$ cat src/rtl/core/bba_pkg.sv
// ----------------------------------------------------------------------------
// Buddy allocator package
// Shared constants, record layout and sequencer state type.
// ----------------------------------------------------------------------------
package bba_pkg;

  localparam int HeapOrder   = 16;
  localparam int MinOrder    = 3;
  localparam int HeaderBytes = 24;
  localparam int MaxOrder    = 32;
  localparam int NumLists    = MaxOrder + 1;
  localparam int IdxW        = HeapOrder - MinOrder;
  localparam int NumRecs     = 1 << IdxW;
  localparam int LvlW        = 6;
  localparam int CntW        = 17;
  localparam int AddrW       = 48;
  localparam int ReqW        = 40;

  localparam logic [2:0] StOk      = 3'd0;
  localparam logic [2:0] StNoSpace = 3'd1;
  localparam logic [2:0] StTooBig  = 3'd2;
  localparam logic [2:0] StBlocked = 3'd3;
  localparam logic [2:0] StBadFree = 3'd4;

  localparam logic CmdAlloc = 1'b0;
  localparam logic CmdFree  = 1'b1;

  // One block record: level, allocated flag, list links.
  typedef struct packed {
    logic [LvlW-1:0] level;
    logic            alloc;
    logic            has_next;
    logic            has_prev;
    logic [IdxW-1:0] next;
    logic [IdxW-1:0] prev;
  } rec_t;

  // Record memory request from the sequencer.
  typedef struct packed {
    logic            rd;
    logic            wr;
    logic [IdxW-1:0] addr;
    rec_t            wdata;
  } mem_req_t;

  typedef enum logic [4:0] {
    S_INIT, S_IDLE, S_DECODE, S_SEARCH, S_UL_RD, S_UL_WAIT, S_UL_PREV_RD,
    S_UL_PREV_WAIT, S_UL_PREV_WR, S_UL_NEXT_RD, S_UL_NEXT_WAIT, S_UL_NEXT_WR,
    S_UL_SELF_WR, S_PUSH_HD_RD, S_PUSH_HD_WAIT, S_PUSH_HD_WR, S_PUSH_WR, S_SPLIT,
    S_FIN_ALLOC, S_FREE_RD, S_FREE_WAIT, S_BUD_RD, S_BUD_WAIT, S_MERGE,
    S_DONE
  } state_t;

endpackage

$ cat src/rtl/core/bba_seq.sv
// ----------------------------------------------------------------------------
// Buddy allocator sequencer
// Walks orders for search, split and merge, with list edits in record memory.
// ----------------------------------------------------------------------------
module bba_seq
  import bba_pkg::*;
(
  input  logic             clk,
  input  logic             rst,
  input  logic [AddrW-1:0] heap_base,
  input  logic             start,
  input  logic             cmd,
  input  logic [ReqW-1:0]  req_bytes,
  input  logic [AddrW-1:0] pay_addr,
  output logic             busy,
  output logic             done,
  output logic [2:0]       res_status,
  output logic [AddrW-1:0] res_addr,
  output logic [CntW-1:0]  res_used,
  output mem_req_t         mreq,
  input  rec_t             mrdata
);

  state_t state, state_next;

  // Free-list heads, one per order.
  logic [NumLists-1:0] hvalid;
  logic [IdxW-1:0]     hidx [NumLists];

  logic [CntW-1:0]  used;
  logic             err;
  logic [2:0]       status;
  logic [AddrW-1:0] gaddr;
  logic             op;
  logic [ReqW:0]    size;
  logic [AddrW-1:0] fr_addr;   // payload address of the command in work
  logic [LvlW-1:0]  want;      // requested order
  logic [LvlW-1:0]  lvl;       // current order
  logic [IdxW-1:0]  idx;       // block being worked
  logic [IdxW-1:0]  bidx;      // buddy
  logic [IdxW-1:0]  uidx;      // record being unlinked
  rec_t             urec;
  logic [IdxW-1:0]  pidx;      // record being pushed
  logic [LvlW-1:0]  plvl;
  logic [1:0]       step;      // merge sub-step
  logic             in_merge;
  rec_t             tmp;

  logic [AddrW-1:0] off;
  logic [LvlW-1:0]  size_lvl;
  logic             bud_ok;
  logic [IdxW:0]    lvl_bit;

  // Order of the rounded request size: the bit length of size-1.
  always_comb begin
    size_lvl = '0;
    for (int b = 0; b <= ReqW; b++) begin
      if (((size - 1'b1) >> b) != '0) size_lvl = LvlW'(b + 1);
    end
  end

  assign off = fr_addr - AddrW'(HeaderBytes) - heap_base;
  assign lvl_bit = (lvl >= LvlW'(MinOrder)) ? ((IdxW+1)'(1) << (lvl - LvlW'(MinOrder)))
                                            : '0;
  assign bud_ok = !mrdata.alloc && mrdata.level == lvl;

  // Next state.
  always_comb begin
    state_next = state;
    unique case (state)
      S_INIT:         state_next = S_IDLE;
      S_IDLE:         if (start) state_next = S_DECODE;
      S_DECODE: begin
        if (err) state_next = S_DONE;
        else if (op == CmdAlloc) begin
          if (size_lvl > LvlW'(MaxOrder)) state_next = S_DONE;
          else state_next = S_SEARCH;
        end else begin
          if (fr_addr == '0 || off >= AddrW'(1 << HeapOrder) || off[2:0] != 3'd0)
            state_next = S_DONE;
          else state_next = S_FREE_RD;
        end
      end
      S_SEARCH: begin
        if (lvl > LvlW'(MaxOrder)) state_next = S_DONE;
        else if (hvalid[lvl[5:0]]) state_next = S_UL_RD;
      end
      S_UL_RD:        state_next = S_UL_WAIT;
      S_UL_WAIT:      state_next = mrdata.has_prev ? S_UL_PREV_RD :
                                   (mrdata.has_next ? S_UL_NEXT_RD : S_UL_SELF_WR);
      S_UL_PREV_RD:   state_next = S_UL_PREV_WAIT;
      S_UL_PREV_WAIT: state_next = S_UL_PREV_WR;
      S_UL_PREV_WR:   state_next = urec.has_next ? S_UL_NEXT_RD : S_UL_SELF_WR;
      S_UL_NEXT_RD:   state_next = S_UL_NEXT_WAIT;
      S_UL_NEXT_WAIT: state_next = S_UL_NEXT_WR;
      S_UL_NEXT_WR:   state_next = S_UL_SELF_WR;
      S_UL_SELF_WR: begin
        if (!in_merge) state_next = S_SPLIT;
        else if (step == 2'd0) state_next = S_UL_RD;
        else state_next = S_PUSH_HD_RD;
      end
      S_SPLIT:        state_next = (lvl > want) ? S_PUSH_HD_RD : S_FIN_ALLOC;
      S_PUSH_HD_RD:   state_next = hvalid[plvl] ? S_PUSH_HD_WAIT : S_PUSH_WR;
      S_PUSH_HD_WAIT: state_next = S_PUSH_HD_WR;
      S_PUSH_HD_WR:   state_next = S_PUSH_WR;
      S_PUSH_WR:      state_next = in_merge ? S_MERGE : S_SPLIT;
      S_FIN_ALLOC:    state_next = S_DONE;
      S_FREE_RD:      state_next = S_FREE_WAIT;
      S_FREE_WAIT:    state_next = (!mrdata.alloc || mrdata.level > LvlW'(HeapOrder)) ?
                                   S_DONE : S_PUSH_HD_RD;
      S_MERGE:        state_next = (lvl < LvlW'(HeapOrder)) ? S_BUD_RD : S_DONE;
      S_BUD_RD:       state_next = S_BUD_WAIT;
      S_BUD_WAIT:     state_next = bud_ok ? S_UL_RD : S_DONE;
      S_DONE:         state_next = S_IDLE;
      default:        state_next = S_IDLE;
    endcase
  end

  // Memory request outputs.
  always_comb begin
    mreq = '0;
    tmp  = urec;
    unique case (state)
      S_INIT: begin
        // The root block starts free at the heap order.
        tmp = '0; tmp.level = LvlW'(HeapOrder);
        mreq.wr = 1'b1; mreq.addr = '0; mreq.wdata = tmp;
      end
      S_UL_RD: begin
        mreq.rd = 1'b1; mreq.addr = uidx;
      end
      S_UL_PREV_RD: begin
        mreq.rd = 1'b1; mreq.addr = urec.prev;
      end
      S_UL_PREV_WR: begin
        tmp = mrdata; tmp.has_next = urec.has_next; tmp.next = urec.next;
        mreq.wr = 1'b1; mreq.addr = urec.prev; mreq.wdata = tmp;
      end
      S_UL_NEXT_RD: begin
        mreq.rd = 1'b1; mreq.addr = urec.next;
      end
      S_UL_NEXT_WR: begin
        tmp = mrdata; tmp.has_prev = urec.has_prev; tmp.prev = urec.prev;
        mreq.wr = 1'b1; mreq.addr = urec.next; mreq.wdata = tmp;
      end
      S_UL_SELF_WR: begin
        tmp = urec; tmp.has_next = 1'b0; tmp.has_prev = 1'b0;
        mreq.wr = 1'b1; mreq.addr = uidx; mreq.wdata = tmp;
      end
      S_PUSH_HD_RD: begin
        mreq.rd = 1'b1; mreq.addr = hidx[plvl];
      end
      S_PUSH_HD_WR: begin
        tmp = mrdata; tmp.has_prev = 1'b1; tmp.prev = pidx;
        mreq.wr = 1'b1; mreq.addr = hidx[plvl]; mreq.wdata = tmp;
      end
      S_PUSH_WR: begin
        tmp = '0; tmp.level = LvlW'(plvl); tmp.has_next = hvalid[plvl];
        tmp.next = hidx[plvl];
        mreq.wr = 1'b1; mreq.addr = pidx; mreq.wdata = tmp;
      end
      S_FIN_ALLOC: begin
        tmp = '0; tmp.level = want; tmp.alloc = 1'b1;
        mreq.wr = 1'b1; mreq.addr = idx; mreq.wdata = tmp;
      end
      S_FREE_RD: begin
        mreq.rd = 1'b1; mreq.addr = off[HeapOrder-1:MinOrder];
      end
      S_BUD_RD: begin
        mreq.rd = 1'b1; mreq.addr = bidx;
      end
      default: ;
    endcase
  end

  // Datapath registers.
  always_ff @(posedge clk) begin
    if (rst) begin
      state  <= S_INIT;
      hvalid <= {{(NumLists-HeapOrder-1){1'b0}}, 1'b1, {HeapOrder{1'b0}}};
      for (int k = 0; k < NumLists; k++) hidx[k] <= '0;
      used   <= '0;
      err    <= 1'b0;
    end else begin
      state <= state_next;
      unique case (state)
        S_IDLE: if (start) begin
          op       <= cmd;
          size     <= ({1'b0, req_bytes} + (ReqW+1)'(HeaderBytes) < (ReqW+1)'(8)) ?
                      (ReqW+1)'(8) : {1'b0, req_bytes} + (ReqW+1)'(HeaderBytes);
          fr_addr  <= pay_addr;
          in_merge <= 1'b0;
          gaddr    <= '0;
        end
        S_DECODE: begin
          want <= size_lvl;
          lvl  <= size_lvl;
          if (err) status <= StBlocked;
          else if (op == CmdAlloc) begin
            if (size_lvl > LvlW'(MaxOrder)) begin
              status <= StTooBig; err <= 1'b1;
            end
          end else begin
            status <= StBadFree;
            idx    <= off[HeapOrder-1:MinOrder];
          end
        end
        S_SEARCH: begin
          if (lvl > LvlW'(MaxOrder)) status <= StNoSpace;
          else if (hvalid[lvl[5:0]]) begin
            idx  <= hidx[lvl[5:0]];
            uidx <= hidx[lvl[5:0]];
          end else lvl <= lvl + 1'b1;
        end
        S_UL_WAIT: begin
          urec <= mrdata;
          if (!mrdata.has_prev && mrdata.level < LvlW'(NumLists)) begin
            hvalid[mrdata.level[5:0]] <= mrdata.has_next;
            hidx[mrdata.level[5:0]]   <= mrdata.next;
          end
        end
        S_UL_SELF_WR: if (in_merge) begin
          if (step == 2'd0) begin
            step <= 2'd1; uidx <= idx;
          end else begin
            if (bidx < idx) idx <= bidx;
            pidx <= (bidx < idx) ? bidx : idx;
            plvl <= lvl[5:0] + 1'b1;
            lvl  <= lvl + 1'b1;
          end
        end
        S_SPLIT: if (lvl > want) begin
          lvl  <= lvl - 1'b1;
          plvl <= lvl[5:0] - 1'b1;
          pidx <= idx + IdxW'(lvl_bit >> 1);
        end
        S_PUSH_WR: begin
          hvalid[plvl] <= 1'b1;
          hidx[plvl]   <= pidx;
        end
        S_FIN_ALLOC: begin
          status <= StOk;
          used   <= used + (CntW'(1) << want);
          gaddr  <= heap_base + {{(AddrW-IdxW-MinOrder){1'b0}}, idx, {MinOrder{1'b0}}}
                    + AddrW'(HeaderBytes);
        end
        S_FREE_WAIT: if (!(!mrdata.alloc || mrdata.level > LvlW'(HeapOrder))) begin
          status   <= StOk;
          lvl      <= mrdata.level;
          plvl     <= mrdata.level[5:0];
          pidx     <= idx;
          in_merge <= 1'b1;
          used     <= used - (CntW'(1) << mrdata.level);
        end
        S_MERGE: begin
          bidx <= idx ^ IdxW'(lvl_bit);
          step <= 2'd0;
          uidx <= idx ^ IdxW'(lvl_bit);
        end
        default: ;
      endcase
    end
  end

  assign busy       = state != S_IDLE;
  assign done       = state == S_DONE;
  assign res_status = status;
  assign res_addr   = gaddr;
  assign res_used   = used;

endmodule

$ cat config.mk
export PLATFORM = sky130hd
export DESIGN_NAME = bba_seq
export DESIGN_NICKNAME = d
export VERILOG_FILES = /design/src/rtl/core/bba_pkg.sv /design/src/rtl/core/bba_seq.sv
export SDC_FILE = /design/constraint.sdc
export NUM_CORES = 2
export LEC_CHECK = 0
export BUFFER_PORTS_ARGS = -buffer_cell sky130_fd_sc_hd__buf_2
export CAP_MARGIN = 0
export CORE_MARGIN = 5
export CORE_UTILIZATION = 50
export CTS_CLUSTER_DIAMETER = 60
export DETAILED_ROUTE_END_ITERATION = 10
export PLACE_DENSITY = 0.77
export RECOVER_POWER = 50
export SETUP_SLACK_MARGIN = 0.5
export SYNTH_ARGS = -nofsm -noshare
export SYNTH_HDL_FRONTEND = slang
export SYNTH_SLANG_ARGS = --single-unit
$ cat constraint.sdc
create_clock -name clk -period 15.01 [get_ports clk]
set_input_delay 0.7505 -clock clk [delete_from_list [all_inputs] [get_ports clk]]
set_output_delay 0.7505 -clock clk [all_outputs]
set_load 0.03 [all_outputs]
==> reports/summary.txt <==
Synth Warn # = 0
critical-path maximum fanout = 34
Final Wtd Congestion = 0.995
Yosys cell types = 99
number of cells after detailed placement = 6877
Mapped Cells = 5094
area post-placement = 68900 um2
Final Max Slew Viols = 910
switching part of the total = 31.0%
antenna-violating nets left = 0
Leak = 0.0254 uW
slew margin rel. = -125%
Clk pwr share = 35.5%
CTS tree = yes
global-route wire length before repair = 329000 um
P_int = 6420 uW
most area-consuming cells after synthesis = edfxtp_1 (49%), mux4_2 (19%), nor2_1 (4.3%), ha_1 (3.3%), dfxtp_1 (2.1%)
prevailing post-synth register cell = edfxtp_1
gr usage total = 32.3%
run status = finished with violations
post-route insts no fill = 7123
worst slew pin tran = 3360 ps
Final Hold Fails = 0
vias per cell = 7.08
total grt overflow = 0
clock slew at reported path FFs = 60 ps
Layout Skew = 37.2 ps
layout cells sized above 1 = 19.6%
max_cap viols = 29
DR pass1 iterations = 11
design area = 73000 um2
I/O Pins = 295
port bufs = 294
DRC Markers = 1
Die ar. = 139000 um2
setup tns final = 0 ps
CP endpoint kind = flip-flop
WS Path Type = reg -> reg
drt wl/cell = 32.1 um
RSZ-0062 raised after global routing = no
failing checks = DRC, capacitance limit, slew limit
DIE HEIGHT = 372 um
Sequential Power Share = 40.9%
initial core utilization = 50.1%
P_sw = 2890 uW
# nets final = 5606
Comb power frac = 23.6%
largest net degree at the start of global routing = 76
Mapped Avg Cell Area = 12.9 um2
cell row count = 133
DRT Wirelength = 228000 um
P&R area growth vs syn = 11.2%
Worst setup SP type = flip-flop
post-synth design cell area = 65600 um2
Seq cells post-synth = 1148
Pwr per Cell Area = 128 nW/um2
Post-CTS Hold Buffers = 0
critical path arrival = 9250 ps
syn nets = 5446
total number of vias = 50500
clock buffer depth = 3
highest clock rate = 0.110 GHz
Post-synth EDFFs = 1080
Sink Count = 1148
Post-synth ARST share = 0%
CORE AREA = 131000 um2
Final Critical Period = 9050 ps
class of the worst hold path = in -> reg
Die W = 372 um
postcts setup bufs = 0
most frequent cells in the layout = edfxtp_1 (1080), nor2_1 (728), mux4_2 (551)
Yosys top cell by area = edfxtp_1
# setup viols final = 0
# resized after CTS = 0
Peak supply drop = 140 uV
vias in the first global route = 49300
HPWL after detailed placement = 154000 um
CTS buffer count = 130
DR iter-0 viols = 8580
antenna violations before repair = 23
post-route clock period utilization = 60.3%
most common cell after layout, fill and taps aside = edfxtp_1
post-synth top area share = 49.4%
H-tree depth = 4
Clock Root Buffer = clkbuf_16
sequential share of the synthesized area = 51.5%
CP required = 15210 ps
Clk Latency, worst-skew pair = 790 ps
Tot Pwr = 9320 uW
## path summary, 6_finish.rpt
check,from,cells after the start,slack [ps],end
worst max-delay path,state[3]$_SDFFE_PP0P_,8,5960,hidx[62][9]$_DFFE_PP_
worst min-delay path,pay_addr[22],1,170,fr_addr[22]$_DFFE_PP_
worst max register to register,state[3]$_SDFFE_PP0P_,8,5960,hidx[62][9]$_DFFE_PP_
worst min register to register,res_used[14]$_SDFFE_PP0P_,2,470,res_used[14]$_SDFFE_PP0P_
## layout make-up
type	count	area [um2]
antenna	14	35.0
sequential	1148	33800
fill	10200	58000
timing repair buffer	383	1850
clock buffer	158	3570
clock inverter	74	783
inverter	264	991
tap	1755	2200
multi-input combinational	3327	29700
## flip-flops by register name, indices dropped and copies added, names as in the netlist, 13 cells and up, named ones only
signal and flops:
uidx 13, fr_addr 48, hidx 832, res_addr 48
hvalid 33, urec 35, idx 13, bidx 13
pidx 13, res_used 17, size 41
## worst max-delay path, stage by stage, from the launching register on
cell and delay [ps]:
dfxtp_1 290, clkbuf_1 500, nor3_1 550, nand2_1 670
nor2_4 230, clkbuf_1 2280, mux2i_4 490, clkbuf_1 2160
inv_1 1240
## metrics by stage
stage                     hold slack [ps]  worst slack, ps  utilization (%)
after detailed placement              463             8880             52.6
final                                 167             5960             55.7
after floorplan                       481             9340                -
after CTS                             120             7890             56.0
after global placement                458             8980             52.6
after global routing                  151             5790             55.7
## logic make-up after synthesis
| logic type | after synthesis | synth area share [%] |
|---|---|---|
| buffers and inverters | 619 | 3.56 |
| and+or+nand+nor | 1604 | 11.2 |
| adders and majority gates | 177 | 3.42 |
| AOI/OAI and AO/OA | 781 | 8.44 |
| muxes | 605 | 19.8 |
| xor gates and xnor gates | 160 | 2.14 |
| DFF | 1148 | 51.5 |
## metal layers
layer / vias to the layer above / wire length, um / track usage, %
met2: 4475 / 103000 / 50.3
met3: 1238 / 34200 / 11.7
met4: 16 / 20400 / 22.8
met1: 24500 / 71000 / 37.3
li1: 20300 / - / -
met5: - / 130 / 0
## synthesized netlist by cell type (27+ instances only)
library cell  instances
or3_1                29
and3_1               40
inv_1               262
a21o_1               33
ha_1                173
o21ai_0             137
nor2b_1              36
xnor2_1              93
and2_1               29
nor2_1              745
nand2b_1             46
a21oi_1             153
nand2_1             327
edfxtp_1           1080
nand3_1              87
nor4_1               54
a221o_1              27
a31oi_1              38
mux4_2              551
dfxtp_1              68
nor3_1               92
o22ai_1              28
clkbuf_1            292
xor2_1               67
a222oi_1             54
mux2i_1              39
a211oi_1             27
buf_1                58
## power groups by stage
stage / Sequential (uW) / Clock (uW) / Combinational (uW)
2_1_floorplan: 3800 / 0 / 1420
3_3_place_gp: 3850 / 0 / 2100
3_5_place_dp: 3860 / 0 / 2120
4_1_cts: 3800 / 3310 / 2140
5_1_grt: 3820 / 3440 / 2270
6_report: 3810 / 3310 / 2200
No activity file was read; power rests on OpenSTA's default activity.
